$ cat config.mk
export PLATFORM = sky130hd
export DESIGN_NAME = modbus_rtu_slave_register_file_core
export DESIGN_NICKNAME = d
export VERILOG_FILES = /design/src/rtl/mrs_pkg.sv /design/src/rtl/modbus_rtu_slave_register_file_core.sv /design/src/rtl/mrs_tx.sv
export SDC_FILE = /design/constraint.sdc
export NUM_CORES = 1
export LEC_CHECK = 0
export ABC_AREA = 0
export BUFFER_PORTS_ARGS = -buffer_cell sky130_fd_sc_hd__buf_2
export CORE_ASPECT_RATIO = 0.6
export CORE_MARGIN = 4
export CORE_UTILIZATION = 45
export DETAILED_ROUTE_END_ITERATION = 6
export MAX_ROUTING_LAYER = met4
export PLACE_DENSITY = 0.73
export SYNTH_ARGS = -nofsm -noshare
export SYNTH_HDL_FRONTEND = slang
export SYNTH_SLANG_ARGS = --single-unit
$ cat constraint.sdc
create_clock -name clk -period 3.4 [get_ports clk]
set_input_delay 0.17 -clock clk [delete_from_list [all_inputs] [get_ports clk]]
set_output_delay 0.17 -clock clk [all_outputs]
set_load 0.01 [all_outputs]
$ cat src/rtl/mrs_pkg.sv
// ----------------------------------------------------------------------------
// mrs_pkg
// Shared types, constants and the CRC-16/MODBUS byte update for the
// Modbus RTU slave register file.
// ----------------------------------------------------------------------------
package mrs_pkg;

  // Function codes served
  localparam logic [7:0] FN_READ_REGS   = 8'h03;
  localparam logic [7:0] FN_WRITE_ONE   = 8'h06;
  localparam logic [7:0] FN_WRITE_MULTI = 8'd16;

  // Reset value of the slave address
  localparam logic [7:0] OWN_ADDR_RST = 8'h02;

  // Longest response (bytes, CRC included) and the read quantity it allows
  localparam int RESP_MAX   = 21;
  localparam int READ_LIMIT = (RESP_MAX - 5) / 2;

  // CRC-16/MODBUS: reflected poly, all-ones seed
  localparam logic [15:0] CRC_INIT = 16'hFFFF;
  localparam logic [15:0] CRC_POLY = 16'hA001;

  // One body byte handed to the transmit stage
  typedef struct packed {
    logic       valid;
    logic [7:0] data;
    logic       last;   // last body byte, CRC follows
  } tx_req_t;

  // Update a running CRC with one byte, LSB first
  function automatic logic [15:0] crc_feed(input logic [15:0] crc, input logic [7:0] b);
    logic [15:0] c;
    c = crc ^ {8'h00, b};
    for (int k = 0; k < 8; k++) begin
      c = c[0] ? ((c >> 1) ^ CRC_POLY) : (c >> 1);
    end
    return c;
  endfunction

endpackage

$ cat src/rtl/modbus_rtu_slave_register_file_core.sv
// ----------------------------------------------------------------------------
// modbus_rtu_slave_register_file_core
// Modbus RTU slave serving functions 3, 6 and 16 on a small holding-register
// file.
// ----------------------------------------------------------------------------
// Each received byte is stored in the frame buffer memory and folded into
// the running CRC. After the byte marked frame_end the input stalls while
// the frame is checked and served. The header bytes of a response go out
// as the output takes them. Each register read by function 3 is a
// registered register file read, then its two bytes. Each register written
// by function 16 takes two registered frame buffer reads and a register
// file write. The two CRC bytes go out after the input is released, and a
// following response waits for them. A frame that gets no response holds
// the input only while it is checked. The register file is a synchronous
// memory with per-entry valid bits that stand in for the reset contents
// 1..NUM_REGS.
// ----------------------------------------------------------------------------
module modbus_rtu_slave_register_file_core #(
  parameter int NUM_REGS  = 8,
  parameter int MAX_FRAME = 64
) (
  input  logic       clk,
  input  logic       rst_n,
  input  logic       cfg_wr_en,
  input  logic [7:0] cfg_wr_data,
  input  logic       in_valid,
  output logic       in_stall,
  input  logic [7:0] in_rx_byte,
  input  logic       in_frame_end,
  output logic       out_valid,
  input  logic       out_stall,
  output logic [7:0] out_tx_byte,
  output logic       out_tx_last
);
  import mrs_pkg::*;

  localparam int AW = (MAX_FRAME > 1) ? $clog2(MAX_FRAME) : 1;
  localparam int CW = $clog2(MAX_FRAME + 2);
  localparam int RW = (NUM_REGS > 1) ? $clog2(NUM_REGS) : 1;
  localparam int QW = $clog2(NUM_REGS + 1);

  localparam logic [3:0] S_IDLE  = 4'd0;
  localparam logic [3:0] S_CHECK = 4'd1;
  localparam logic [3:0] S_HDR   = 4'd2;
  localparam logic [3:0] S_RRD   = 4'd3;
  localparam logic [3:0] S_RHI   = 4'd4;
  localparam logic [3:0] S_RLO   = 4'd5;
  localparam logic [3:0] S_WRD0  = 4'd6;
  localparam logic [3:0] S_WRD1  = 4'd7;
  localparam logic [3:0] S_WWR   = 4'd8;

  logic [3:0]    state_r, state_nxt;
  logic [7:0]    own_r;
  logic [CW-1:0] cnt_r, cnt_inc, n_r;
  logic [15:0]   crc_r, crc_new;
  logic          crc_ok_r;
  logic [7:0]    f_r [7];
  logic          is_read_r;
  logic [RW-1:0] start_r;
  logic [QW-1:0] qty_r, k_r;
  logic [2:0]    h_r;
  logic [7:0]    hi_r;
  logic          accept;

  // frame buffer memory
  logic [7:0]    fbuf [MAX_FRAME];
  logic [7:0]    fb_q;
  logic [AW-1:0] fb_raddr;

  // register file memory
  logic [15:0]       rmem [NUM_REGS];
  logic [NUM_REGS-1:0] rvld_r;
  logic [15:0]       rd_q, rd_rst_r, rd_val;
  logic              rd_vld_r;
  logic              rf_we;
  logic [RW-1:0]     rf_waddr, rf_raddr;
  logic [15:0]       rf_wdata;

  // transmit stage
  tx_req_t req;
  logic    req_ready;

  // frame checks
  logic [15:0] start16, qty16;
  logic [16:0] sum17;
  logic [17:0] n18, len16, qty2;
  logic        base_ok, rd_ok, w1_ok, wn_ok;

  assign accept   = in_valid && !in_stall;
  assign in_stall = (state_r != S_IDLE);
  assign cnt_inc  = (cnt_r <= CW'(MAX_FRAME)) ? cnt_r + 1'b1 : cnt_r;
  assign crc_new  = crc_feed(crc_r, in_rx_byte);

  // config register
  always_ff @(posedge clk) begin
    if (!rst_n) own_r <= OWN_ADDR_RST;
    else if (cfg_wr_en) own_r <= cfg_wr_data;
  end

  // receive side: count, CRC, header capture
  always_ff @(posedge clk) begin
    if (!rst_n) begin
      cnt_r <= '0;
      crc_r <= CRC_INIT;
    end else if (accept) begin
      if (in_frame_end) begin
        cnt_r <= '0;
        crc_r <= CRC_INIT;
      end else begin
        cnt_r <= cnt_inc;
        crc_r <= crc_new;
      end
    end
  end

  always_ff @(posedge clk) begin
    if (accept) begin
      if (cnt_r < CW'(7)) f_r[cnt_r[2:0]] <= in_rx_byte;
      if (in_frame_end) begin
        n_r      <= cnt_inc;
        crc_ok_r <= (crc_new == 16'h0000);
      end
    end
  end

  // frame buffer: write on receive, registered read while serving
  always_ff @(posedge clk) begin
    if (accept && cnt_r < CW'(MAX_FRAME)) fbuf[cnt_r[AW-1:0]] <= in_rx_byte;
    fb_q <= fbuf[fb_raddr];
  end

  assign fb_raddr = (state_r == S_WRD1) ? AW'(int'(k_r) * 2 + 8) : AW'(int'(k_r) * 2 + 7);

  // register file memory with valid bits for the reset contents
  always_ff @(posedge clk) begin
    if (rf_we) rmem[rf_waddr] <= rf_wdata;
    if (state_r == S_RRD) begin
      rd_q     <= rmem[rf_raddr];
      rd_vld_r <= rvld_r[rf_raddr];
      rd_rst_r <= 16'(rf_raddr) + 16'd1;
    end
  end

  always_ff @(posedge clk) begin
    if (!rst_n) rvld_r <= '0;
    else if (rf_we) rvld_r[rf_waddr] <= 1'b1;
  end

  assign rd_val   = rd_vld_r ? rd_q : rd_rst_r;
  assign rf_raddr = RW'(int'(start_r) + int'(k_r));

  // frame checks on the captured header
  assign start16 = {f_r[2], f_r[3]};
  assign qty16   = {f_r[4], f_r[5]};
  assign sum17   = {1'b0, start16} + {1'b0, qty16};
  assign n18     = 18'(n_r);
  assign qty2    = {1'b0, qty16, 1'b0};
  assign len16   = 18'd9 + qty2;
  assign base_ok = (n18 >= 18'd8) && (n18 <= 18'(MAX_FRAME)) && crc_ok_r &&
                   (f_r[0] != 8'h00) && (f_r[0] == own_r);
  assign rd_ok   = base_ok && (f_r[1] == FN_READ_REGS) && (n18 == 18'd8) &&
                   (qty16 != 16'd0) && (qty16 <= 16'(READ_LIMIT)) &&
                   (sum17 <= 17'(NUM_REGS));
  assign w1_ok   = base_ok && (f_r[1] == FN_WRITE_ONE) && (n18 == 18'd8) &&
                   (start16 < 16'(NUM_REGS));
  assign wn_ok   = base_ok && (f_r[1] == FN_WRITE_MULTI) && (qty16 != 16'd0) &&
                   (sum17 <= 17'(NUM_REGS)) && (n18 == len16) &&
                   (qty2 == 18'(f_r[6]));

  // write port select
  always_comb begin
    rf_we    = 1'b0;
    rf_waddr = rf_raddr;
    rf_wdata = {hi_r, fb_q};
    if (state_r == S_CHECK && w1_ok) begin
      rf_we    = 1'b1;
      rf_waddr = RW'(start16);
      rf_wdata = qty16;
    end else if (state_r == S_WWR) begin
      rf_we = 1'b1;
    end
  end

  // body byte toward the transmit stage
  always_comb begin
    req = '0;
    case (state_r)
      S_HDR: begin
        req.valid = 1'b1;
        case (h_r)
          3'd0:    req.data = own_r;
          3'd1:    req.data = f_r[1];
          3'd2:    req.data = is_read_r ? {f_r[5][6:0], 1'b0} : f_r[2];
          3'd3:    req.data = f_r[3];
          3'd4:    req.data = f_r[4];
          default: req.data = f_r[5];
        endcase
        req.last = !is_read_r && (h_r == 3'd5);
      end
      S_RHI: begin
        req.valid = 1'b1;
        req.data  = rd_val[15:8];
      end
      S_RLO: begin
        req.valid = 1'b1;
        req.data  = rd_val[7:0];
        req.last  = (k_r == qty_r - 1'b1);
      end
      default: req = '0;
    endcase
  end

  // sequencer
  always_comb begin
    state_nxt = state_r;
    case (state_r)
      S_IDLE:  if (accept && in_frame_end) state_nxt = S_CHECK;
      S_CHECK: begin
        if (rd_ok || w1_ok) state_nxt = S_HDR;
        else if (wn_ok)     state_nxt = S_WRD0;
        else                state_nxt = S_IDLE;
      end
      S_HDR: begin
        if (req_ready) begin
          if (is_read_r && h_r == 3'd2) state_nxt = S_RRD;
          else if (h_r == 3'd5)         state_nxt = S_IDLE;
        end
      end
      S_RRD:  state_nxt = S_RHI;
      S_RHI:  if (req_ready) state_nxt = S_RLO;
      S_RLO:  if (req_ready) state_nxt = req.last ? S_IDLE : S_RRD;
      S_WRD0: state_nxt = S_WRD1;
      S_WRD1: state_nxt = S_WWR;
      S_WWR:  state_nxt = (k_r == qty_r - 1'b1) ? S_HDR : S_WRD0;
      default: state_nxt = S_IDLE;
    endcase
  end

  always_ff @(posedge clk) begin
    if (!rst_n) state_r <= S_IDLE;
    else        state_r <= state_nxt;
  end

  // sequencer datapath
  always_ff @(posedge clk) begin
    case (state_r)
      S_CHECK: begin
        is_read_r <= rd_ok;
        start_r   <= RW'(start16);
        qty_r     <= QW'(qty16);
        k_r       <= '0;
        h_r       <= '0;
      end
      S_HDR:  if (req_ready) h_r <= h_r + 3'd1;
      S_RLO:  if (req_ready) k_r <= k_r + 1'b1;
      S_WRD1: hi_r <= fb_q;
      S_WWR:  k_r <= k_r + 1'b1;
      default: ;
    endcase
  end

  mrs_tx u_tx (
    .clk        (clk),
    .rst_n      (rst_n),
    .req        (req),
    .req_ready  (req_ready),
    .out_valid  (out_valid),
    .out_stall  (out_stall),
    .out_tx_byte(out_tx_byte),
    .out_tx_last(out_tx_last)
  );

endmodule

$ cat src/rtl/mrs_tx.sv
// ----------------------------------------------------------------------------
// mrs_tx
// Transmit stage: registers body bytes onto the output channel, folds each
// into the response CRC and appends the CRC (low byte first) after the last.
// ----------------------------------------------------------------------------
module mrs_tx (
  input  logic             clk,
  input  logic             rst_n,
  input  mrs_pkg::tx_req_t req,
  output logic             req_ready,
  output logic             out_valid,
  input  logic             out_stall,
  output logic [7:0]       out_tx_byte,
  output logic             out_tx_last
);
  import mrs_pkg::*;

  localparam logic [1:0] P_NONE = 2'd0;
  localparam logic [1:0] P_LO   = 2'd1;
  localparam logic [1:0] P_HI   = 2'd2;

  logic        valid_r;
  logic [7:0]  byte_r;
  logic        last_r;
  logic [15:0] crc_r;
  logic [1:0]  pend_r;
  logic        slot_free;

  // output slot empties when taken
  assign slot_free = !valid_r || !out_stall;
  assign req_ready = slot_free && (pend_r == P_NONE);

  always_ff @(posedge clk) begin
    if (!rst_n) begin
      valid_r <= 1'b0;
      last_r  <= 1'b0;
      crc_r   <= CRC_INIT;
      pend_r  <= P_NONE;
    end else if (slot_free) begin
      case (pend_r)
        P_LO: begin
          valid_r <= 1'b1;
          byte_r  <= crc_r[7:0];
          last_r  <= 1'b0;
          pend_r  <= P_HI;
        end
        P_HI: begin
          valid_r <= 1'b1;
          byte_r  <= crc_r[15:8];
          last_r  <= 1'b1;
          crc_r   <= CRC_INIT;
          pend_r  <= P_NONE;
        end
        default: begin
          valid_r <= req.valid;
          if (req.valid) begin
            byte_r <= req.data;
            last_r <= 1'b0;
            crc_r  <= crc_feed(crc_r, req.data);
            if (req.last) pend_r <= P_LO;
          end
        end
      endcase
    end
  end

  assign out_valid   = valid_r;
  assign out_tx_byte = byte_r;
  assign out_tx_last = last_r;

endmodule
==> results of run 1 <==
-- sequential cells by signal (all words and copies together) (netlist names), 16 cells and up --
register    count
rd_q           16
rmem          128
f_r            56
fbuf          512
u_tx.crc_r     16
crc_r          16
-- synth_stat cells (4+ instances only) --
library cell  count  share of area
nand2_1          88         0.0096
nand2b_1         10         0.0018
nor4_1           12         0.0022
a21oi_1          32         0.0047
a221o_1           5         0.0015
clkbuf_1         70         0.0077
edfxtp_1        756           0.66
and3_1            7         0.0013
and2_1            9         0.0016
o21a_1           15         0.0033
o21ai_0          45         0.0066
ha_1             37          0.013
nand4_1          10         0.0018
a32oi_1           4         0.0010
nor3_1           25         0.0036
xnor2_1          48          0.012
o22ai_1          11         0.0020
nor2_1          135          0.015
mux4_2          194           0.13
xor2_1           28         0.0071
a21o_1            9         0.0020
mux2_2           47          0.015
nor2b_1          23         0.0042
dfxtp_1          71          0.041
nand3_1          27         0.0039
o211ai_1         10         0.0022
o21bai_1          4        0.00088
a221oi_1          9         0.0023
nor3b_1           4        0.00088
mux2i_1          34         0.0099
a22oi_1          12         0.0026
buf_2             9         0.0013
inv_1            26         0.0028
buf_1            15         0.0016
-- layout make-up --
cell class                      instances  area [um^2]  share of cell area
Antenna cell                           12         30.0            0.000753
Clock buffer                           90         2010              0.0503
Clock inverter                         46          563              0.0141
Inverter                               28          118             0.00295
Multi-Input combinational cell        967         9860               0.247
Sequential cell                       827        24100               0.605
Tap cell                             1000         1250              0.0314
Timing Repair Buffer                  232         1910              0.0480
-- worst max-delay path by stage --
stage	cells past startpoint	slack [ns]	to
2_1_floorplan	6	-0.20	rmem[2][0]
3_3_place_gp	11	-0.06	u_tx.crc_r[0]
3_5_place_dp	11	-0.06	u_tx.crc_r[0]
4_1_cts	12	0.03	u_tx.crc_r[0]
5_1_grt	14	-0.01	u_tx.crc_r[0]
6_report	13	0.11	u_tx.crc_r[0]
-- placed cells by master, fill, tap and decap left out, types with 16 or more instances in the layout --
master         Yosys  routed
a21oi_1           32      31
nand3_1           27      27
nor2_1           135     133
ha_1              37      32
inv_1             26      25
nor2b_1           23      23
dfxtp_1           71      71
xnor2_1           48      45
dlygate4sd3_1      0      19
buf_4              0     164
mux4_2           194     194
o21ai_0           45      40
edfxtp_1         756     756
mux2i_1           34      34
buf_12             0      16
buf_2              9      32
nand2_1           88      88
nor3_1            25      24
xor2_1            28      25
clkbuf_16          0      78
mux2_2            47      47
-- worst max-delay path: stages (launching register included) --
cell and delay [ns]:
edfxtp_1 0.41, inv_1 0.08, ha_1 0.23, or2_4 0.26, a211oi_4 0.24, buf_6 0.14, a221o_1 0.18, a31oi_4 0.10
xnor2_2 0.17, xor3_1 0.44, xnor3_2 0.44, xor2_2 0.19, mux2i_1 0.21, a31oi_1 0.05
-- power groups by stage --
stage | Sequential [W] | Combinational [W] | Clock [W]
CTS | 0.0113 | 0.00129 | 0.00905
global route | 0.0113 | 0.00141 | 0.00952
detailed placement | 0.0115 | 0.00126 | 0
finish | 0.0113 | 0.00131 | 0.00890
floorplan | 0.0115 | 0.000789 | 0
global placement | 0.0115 | 0.00124 | 0
-- layer usage --
metal / global-route usage / share of wire
met5: - / 0
met4: 0.0359 / 0.014
met3: 0.0922 / 0.14
met2: 0.271 / 0.40
met1: 0.328 / 0.45
-- through the flow --
stage | setup TNS (ns) | cells | area, um^2 | utilization
3_5_place_dp | -0.0643 | 3028 | 36900 | 0.489
2_1_floorplan | -12.68 | 1918 | 34300 | -
3_3_place_gp | -0.0574 | 3028 | 36900 | 0.489
4_1_cts | 0 | 3183 | 39700 | 0.525
5_1_grt | -0.0130 | 3202 | 39900 | 0.528
6_report | 0 | 3202 | 39900 | 0.528
-- kinds of logic (layout without fill, tap and decap cells) --
family	Yosys count	after routing	share of synthesized area
mux	276	276	0.153
compound gates	195	195	0.0400
simple gates	375	375	0.0520
other cells	0	12	0
fa+ha+maj	39	39	0.0147
xor+xnor	82	82	0.0227
flops	827	827	0.703
buf+inv	124	396	0.0143
-- what timing repair did --
action | in CTS | in global routing
setup buffers | 0 | 7
hold endpoints to repair | 10 | 0
pin swaps | 0 | 11
setup endpoints to repair | 1 | 5
resized for setup | 1 | 18
hold buffers | 19 | 0
==> results.ini, run 1 <==
[outcome]
outcome=finished with violations
violations=DRC

[sta]
slew_viol_final=0
timing.final.crit_period_ns=3.29
skew_ns=0.0192
period_share=0.968
tightestPinTransition_ns=0.949
hold_slack_ns=0.0976
relSlewSlack=0.367
setup_viol=0
fin_ws_ns=0.110
clock.fmax_ghz=0.304
hold_viol=0

[detailed_routing]
finalWirelength_um=84300
drc_errors=18
postRouteAntennaNets=0
drt-pass1-iter-count=7
vias=18900
drt_iter0_markers=2403
vias_per_cell=5.90
wire_per_inst_um=26.3

[grt]
grtUsageTotal=0.216
grt_pass1_wl_um=124000
overflow=0
grt_pass1_vias=18400
antenna_found_initial=8
grt_max_degree=72

[placement]
dp_slack_ns=-0.0643
place_congestion=0.914
hpwl_um=56000
port_buffers=32

[worst_setup_path]
startpoint=h_r[0]
rrSetupSlack_ns=0.11
crit_path_end_kind=flop
start_kind=flop
path_class=reg -> reg
arrival_ns=3.79
regToRegEndpoint=u_tx.crc_r[0]
worstPathMaxFanout=4
required_ns=3.90
r2r_cells=13
r2r-start=h_r[0]

[final_layout]
layout.nets=2192
drive_gt1_frac=0.281
syn_to_final_growth_pct=16.2
fillers=5903

[power_and_ir_drop]
p_leak_nw=13.2
worst_ir_drop_vdd_mv=0.373
finalPower_w=0.0215
p_sw_frac=0.213
seqPwrFrac=0.525
power_frac_comb=0.061
p_int_w=0.0169
p_per_area_mw_per_mm2=539
p_switching_w=0.00458
pwr-share-clk=0.414

[yosys]
ys_seq_area_frac=0.703
synth_area_per_cell_um2=17.9
synthFlopType=edfxtp_1
synth_nets=1979
synth_cell_type_count=83
ys_warn_count=0
syn_area_mm2=0.0343
ys_async_sr_fraction=0
syn_inst=1918
synth_edf_count=756
ys_seq_elements=827

[worst_hold_path]
hp-start=rst_n
hp-class=in -> reg
min_path_cells=2
min_to=u_tx.out_valid

[clock_network]
cts_tree=done
clock_path_buffers=3
cts_sinks=827
clk_pin_slew_ns=0.07
htreeDepth=3
cts-root-buf=clkbuf_16
clock_latency_ns=0.65
cts_made_buffers=75

[floorplanning]
coreArea_mm2=0.0755
die-area_mm2=0.0809
initial_utilization=0.454
num_io_pins=33
die-height_um=222
std_cell_rows=78
die_w_um=364

[job]
maxCapViolCount=0

Power figures use the tool's default switching activity.
==> inputs of run 2 (changes only) <==
--- a/config.mk
+++ b/config.mk
@@ -9,10 +9,10 @@
 export BUFFER_PORTS_ARGS = -buffer_cell sky130_fd_sc_hd__buf_2
 export CORE_ASPECT_RATIO = 0.6
 export CORE_MARGIN = 4
-export CORE_UTILIZATION = 45
+export CORE_UTILIZATION = 57
 export DETAILED_ROUTE_END_ITERATION = 6
 export MAX_ROUTING_LAYER = met4
-export PLACE_DENSITY = 0.73
+export PLACE_DENSITY = 0.87
 export SYNTH_ARGS = -nofsm -noshare
 export SYNTH_HDL_FRONTEND = slang
 export SYNTH_SLANG_ARGS = --single-unit
==> run 2 against run 1 <==
The flow now finishes without violations. Clock-buffer cell count is 2 higher. Final cell count is 8.1% lower. Worst hold slack better by 0.015 ns. Combinational power hardly changed. Largest power group unchanged. Flip-flop and latch count stayed put. Setup slack better by 0.0021 ns. Clock skew is 0.013 ns higher.
==> results.ini, run 2 (synthesized netlist as in run 1, its figures left out) <==
[grt]
busiest_layer=met1
grtUsageMet1=0.413  ; +0.0844
grt.met3_usage=0.0780  ; -0.0143
grt_pass1_vias=18900  ; +2.8%
grt_pass1_wl_um=126000  ; +1.6%
grtUsageTotal=0.275  ; +0.0589
overflow=0  ; unchanged
met2_usage=0.382  ; +0.111
grt_max_degree=72  ; unchanged
antenna_found_initial=6  ; -2

[sta]
timing.final.crit_period_ns=3.29  ; -0.00213 ns
hold_viol=0  ; unchanged
slew_viol_final=0  ; unchanged
period_share=0.967  ; about the same
clock.fmax_ghz=0.304  ; about the same
tightestPinTransition_ns=0.932  ; -0.0174 ns
setup_viol=0  ; unchanged
relSlewSlack=0.379  ; +0.0116
hold_slack_ns=0.113  ; +0.0150 ns
skew_ns=0.0322  ; +0.0130 ns

[detailed_routing]
vias=19300  ; +2.0%
drt-pass1-iter-count=5  ; -2
finalWirelength_um=84500  ; +0.22%
wire_per_inst_um=28.7  ; +9.0%
drt_iter0_markers=2779  ; +16%
vias_per_cell=6.55  ; +11%
drc_errors=0  ; -18
postRouteAntennaNets=0  ; unchanged

[clock_network]
clk_pin_slew_ns=0.07  ; about the same
cts_tree=done
htreeDepth=3  ; unchanged
cts_sinks=827  ; unchanged
cts_made_buffers=72  ; -4.0%
clock_latency_ns=0.65  ; about the same
clock_path_buffers=3  ; unchanged
cts-root-buf=clkbuf_16

[outcome]
outcome=completed

[worst_hold_path]
hp-class=in -> reg
min_path_cells=4  ; +2

[final_layout]
largest_reg_flops=512  ; unchanged
final_common_cell=edfxtp_1
syn_to_final_growth_pct=14.7
final_cell_area_mm2=0.0393  ; -1.3%
finalNonFillerCells=2943  ; -8.1%
layout.nets=2158  ; -1.6%
layout_common_cells=756 x edfxtp_1, 194 x mux4_2, 133 x nor2_1
fin_util=0.662  ; +0.135
drive_gt1_frac=0.272  ; -0.00902

[floorplanning]
num_io_pins=33  ; unchanged
die_w_um=325  ; -11%
die-area_mm2=0.0643  ; -20%
std_cell_rows=69  ; -12%
initial_utilization=0.578  ; +0.123
die-height_um=198  ; -11%
coreArea_mm2=0.0594  ; -21%

[power_and_ir_drop]
worst_ir_drop_vdd_mv=0.413  ; +11%
p_per_area_mw_per_mm2=536  ; -0.47%
p_leak_nw=13.0  ; -1.5%

[worst_setup_path]
arrival_ns=3.76  ; -0.03 ns
start_kind=flop
required_ns=3.87  ; -0.03 ns
worstPathMaxFanout=6  ; +2
rrSetupSlack_ns=0.11  ; about the same
crit_path_end_kind=flop
r2r_cells=13  ; unchanged
path_class=reg -> reg

[placement]
placed_cells=2779  ; -8.2%
port_buffers=32  ; unchanged
post_dp_cell_area_mm2=0.0365  ; -1.2%
place_congestion=0.986  ; +7.9%
hpwl_um=53900  ; -3.8%

[job]
maxCapViolCount=0  ; unchanged

==> run 2: cell types whose count changed in the layout (fill, tap and decap cells not counted), moves of 3 or more <==
cell       change
buf_4         -37
buf_12         +6
diode_2        -6
clkbuf_8       +5
bufinv_16      -4
clkbuf_16      -4
inv_6          -4
clkinv_2       +3
nor4_1         -3
nor4_2         +3
==> run 2: what timing repair did <==
item / CTS / global route
hold buffers: 20 / 0
endpoints found under the setup margin: 1 / 5
endpoints found under the hold margin: 19 / 0
pin swaps: 0 / 8
setup buffers: 0 / 5
gates resized for setup: 2 / 25
==> run 2: worst max-delay path, stage by stage, from the launching register on <==
cell and delay (ns):
edfxtp_1 0.42, inv_2 0.08, ha_1 0.24, or2_4 0.27, a211oi_4 0.20, buf_4 0.21, a21oi_1 0.10, o21ai_2 0.18
xor2_2 0.26, xnor2_2 0.17, xnor3_2 0.49, xor2_2 0.25, mux2i_1 0.21, a31oi_1 0.05
==> run 2: final cells by class <==
class | instances | area [um^2]
Timing Repair Buffer | 201 | 1750
Clock inverter | 41 | 459
Tap cell | 781 | 977
Antenna cell | 6 | 15.0
Sequential cell | 827 | 24100
Inverter | 28 | 115
Multi-Input combinational cell | 967 | 9910
Clock buffer | 92 | 1980
Fill cell | 3759 | 20100
==> run 2: stage by stage <==
step / power (W) / worst slack, ns / TNS [ns]
finish: 0.0211 / 0.112 / 0
global route: 0.0217 / -0.000283 / -0.000283
CTS: 0.0212 / 0.0192 / 0
detailed placement: 0.0127 / -0.0602 / -0.0602
global placement: 0.0127 / 0.0418 / 0
floorplan: 0.0122 / -0.197 / -12.68
==> run 2: final timing paths <==
kind / start / endpoint
setup / recovery: h_r[0] / u_tx.crc_r[0]
hold / removal: in_rx_byte[4] / crc_r[10]
setup reg to reg: h_r[0] / u_tx.crc_r[0]
hold reg to reg: fb_q[0] / hi_r[0]
==> run 2: report_power, final <==
part / total (W) / leakage (nW) / switching, W / internal [W]
logic: 0.00133 / 4.41 / 0.000789 / 0.000537
registers: 0.0113 / 7.40 / 0.0000731 / 0.0112
clock network: 0.00850 / 1.19 / 0.00372 / 0.00477
total: 0.0211 / 13.0 / 0.00459 / 0.0165
==> run 2: metal layers <==
layer	vias up	share of wire
li1	8031	-
met1	9818	0.41
met2	1269	0.44
met3	154	0.13
met4	0	0.019
met5	-	0
==> inputs of run 3 (changes only) <==
--- a/config.mk
+++ b/config.mk
@@ -9,7 +9,7 @@
 export BUFFER_PORTS_ARGS = -buffer_cell sky130_fd_sc_hd__buf_2
 export CORE_ASPECT_RATIO = 0.6
 export CORE_MARGIN = 4
-export CORE_UTILIZATION = 57
+export CORE_UTILIZATION = 60
 export DETAILED_ROUTE_END_ITERATION = 6
 export MAX_ROUTING_LAYER = met4
 export PLACE_DENSITY = 0.87
==> constraint.sdc (replaced) <==
create_clock -name clk -period 4.12 [get_ports clk]
set_input_delay 0.206 -clock clk [delete_from_list [all_inputs] [get_ports clk]]
set_output_delay 0.206 -clock clk [all_outputs]
set_load 0.01 [all_outputs]
==> run 3 against run 2 <==
Power fell by 18%. Sequential power decreased by 18%. Largest power group unchanged. Combinational power down 23%. Via count fell by 0.27%. First-iteration DRC count down 0.11%. Global-route usage up 1.8 points. Final cell count is 2.5% lower. Sequential share of layout area up 1.4 points. Register-to-register slack improved by 0.33 ns. Cell area is 2.2% lower. Critical path depth is 1 lower. Utilization up 2.3 points.
==> results.ini, run 3 (synthesized netlist as in run 1, its figures left out) <==
[outcome]
outcome=completed

[floorplanning]
die_w_um=317  ; -2.5%
coreArea_mm2=0.0562  ; -5.4%
die-area_mm2=0.0612  ; -4.8%
die-height_um=193  ; -2.4%
std_cell_rows=67  ; -2.9%
num_io_pins=33  ; unchanged
initial_utilization=0.611  ; +0.0332

[power_and_ir_drop]
p_leak_nw=12.6  ; -2.8%
worst_ir_drop_vdd_mv=0.338  ; -18%
p_per_area_mw_per_mm2=447  ; -17%

[final_layout]
finalNonFillerCells=2869  ; -2.5%
layout_common_cells=756 x edfxtp_1, 194 x mux4_2, 135 x nor2_1
final_common_cell=edfxtp_1
largest_reg_flops=512  ; unchanged
syn_to_final_growth_pct=12.1
drive_gt1_frac=0.245  ; -0.0274
fin_util=0.685  ; +0.0226
layout.nets=2108  ; -2.3%

[worst_setup_path]
regToRegEndpoint=u_tx.crc_r[0]
slowest_delay_ns=0.48  ; about the same
start_kind=flop
arrival_ns=4.16  ; +0.40 ns
crit_path_end_kind=flop
path_class=reg -> reg
cp_cell_sequence=ha_1 -> ha_1 -> a32oi_1 -> o21ai_0 -> a211oi_1 -> o221ai_2 -> xnor2_1 -> xnor2_1 -> xnor3_2 -> xor2_1 -> mux2i_1 -> a31oi_1
required_ns=4.60  ; +0.73 ns
r2r_cells=12  ; -1
startpoint=h_r[0]
rrSetupSlack_ns=0.45  ; +0.33 ns
crit_slowest_cell=a211oi_1
r2r-start=h_r[0]
worstPathMaxFanout=9  ; +3

[clock_network]
cts_sinks=827  ; unchanged
cts_tree=done
clock_path_buffers=3  ; unchanged
clock_latency_ns=0.64  ; about the same
cts-root-buf=clkbuf_16
cts_made_buffers=73  ; +1.4%
cts_resized=0  ; -2
clk_pin_slew_ns=0.07  ; about the same
htreeDepth=3  ; unchanged

[sta]
period_share=0.892  ; -0.0752
relSlewSlack=0.251  ; -0.127
timing.final.crit_period_ns=3.67  ; +0.386 ns
grt_setup_unrepaired=false
timing.setup.tns_ns=0  ; unchanged
clock.fmax_ghz=0.272  ; -11%
hold_slack_ns=0.0384  ; -0.0743 ns
tightestPinTransition_ns=1.12  ; +0.191 ns
slew_viol_final=0  ; unchanged
setup_viol=0  ; unchanged
skew_ns=0.0350  ; +0.00282 ns
hold_viol=0  ; unchanged

[placement]
hpwl_um=55400  ; +2.7%
port_buffers=32  ; unchanged
placed_cells=2721  ; -2.1%
place_congestion=1.08  ; +9.7%

[grt]
overflow=0  ; unchanged
grtUsageTotal=0.293  ; +0.0180
busiest_layer=met1
grt.met3_usage=0.0944  ; +0.0165
antenna_found_initial=5  ; -1
met2_usage=0.387  ; +0.00501
grtUsageMet1=0.453  ; +0.0397
grt_max_degree=72  ; unchanged
grt_pass1_wl_um=127000  ; +0.31%
grt_pass1_vias=18800  ; -0.58%

[detailed_routing]
drc_errors=0  ; unchanged
vias_per_cell=6.70  ; +2.3%
postRouteAntennaNets=0  ; unchanged
drt_iter0_markers=2776  ; -0.11%
finalWirelength_um=85100  ; +0.70%
vias=19200  ; -0.27%
drt-pass1-iter-count=6  ; +1
wire_per_inst_um=29.7  ; +3.3%

[worst_hold_path]
min_to=own_r[1]
hp-start=cfg_wr_en
hp-class=in -> reg
min_path_cells=3  ; -1

[job]
maxCapViolCount=0  ; unchanged

## run 3: timing repair
action | in CTS | in global routing
buffers inserted | 0 | 0
hold buffers | 10 | 0
hold endpoints to repair | 19 | 0
## run 3: final cells by class
type | instances | area [um^2]
Sequential cell | 827 | 24100
Fill cell | 3492 | 17700
Multi-Input combinational cell | 967 | 9760
Clock buffer | 95 | 1970
Timing Repair Buffer | 150 | 1150
Tap cell | 759 | 950
Clock inverter | 40 | 397
Inverter | 28 | 115
Antenna cell | 3 | 7.51
## run 3: critical path, delay by kind of cell (launching register included)
kind            cells  cell delay [ns]
xor+xnor            4             1.18
compound gates      5             1.08
mux                 1             0.23
flops               1             0.45
fa+ha+maj           2             0.57
## run 3: worst max path at each step
stage / endpoint / slack (ns) / cells after the start
finish: u_tx.crc_r[0] / 0.45 / 12
global route: state_r[1] / 0.17 / 12
CTS: u_tx.crc_r[0] / 0.51 / 11
detailed placement: u_tx.crc_r[0] / 0.56 / 11
global placement: u_tx.crc_r[0] / 0.56 / 11
floorplan: rmem[2][0] / 0.52 / 6
## run 3: routing by layer
metal	up-vias	share of wire
met3	158	0.14
met4	0	0.019
met1	9773	0.41
met5	-	0
li1	7942	-
met2	1347	0.43
## run 3: stage by stage
stage	setup slack (ns)	total power [W]	instance area (um^2)
after floorplan	0.523	0.0101	34300
after global placement	0.562	0.0105	36000
after detailed placement	0.555	0.0105	36000
after CTS	0.514	0.0172	38500
after global routing	0.173	0.0177	38500
final	0.445	0.0172	38500
## run 3: where the power goes
| group | switching (W) | leakage [nW] | internal (W) |
|---|---|---|---|
| Combinational | 0.000612 | 4.09 | 0.000420 |
| Clock | 0.00307 | 1.16 | 0.00379 |
| Sequential | 0.0000665 | 7.40 | 0.00924 |
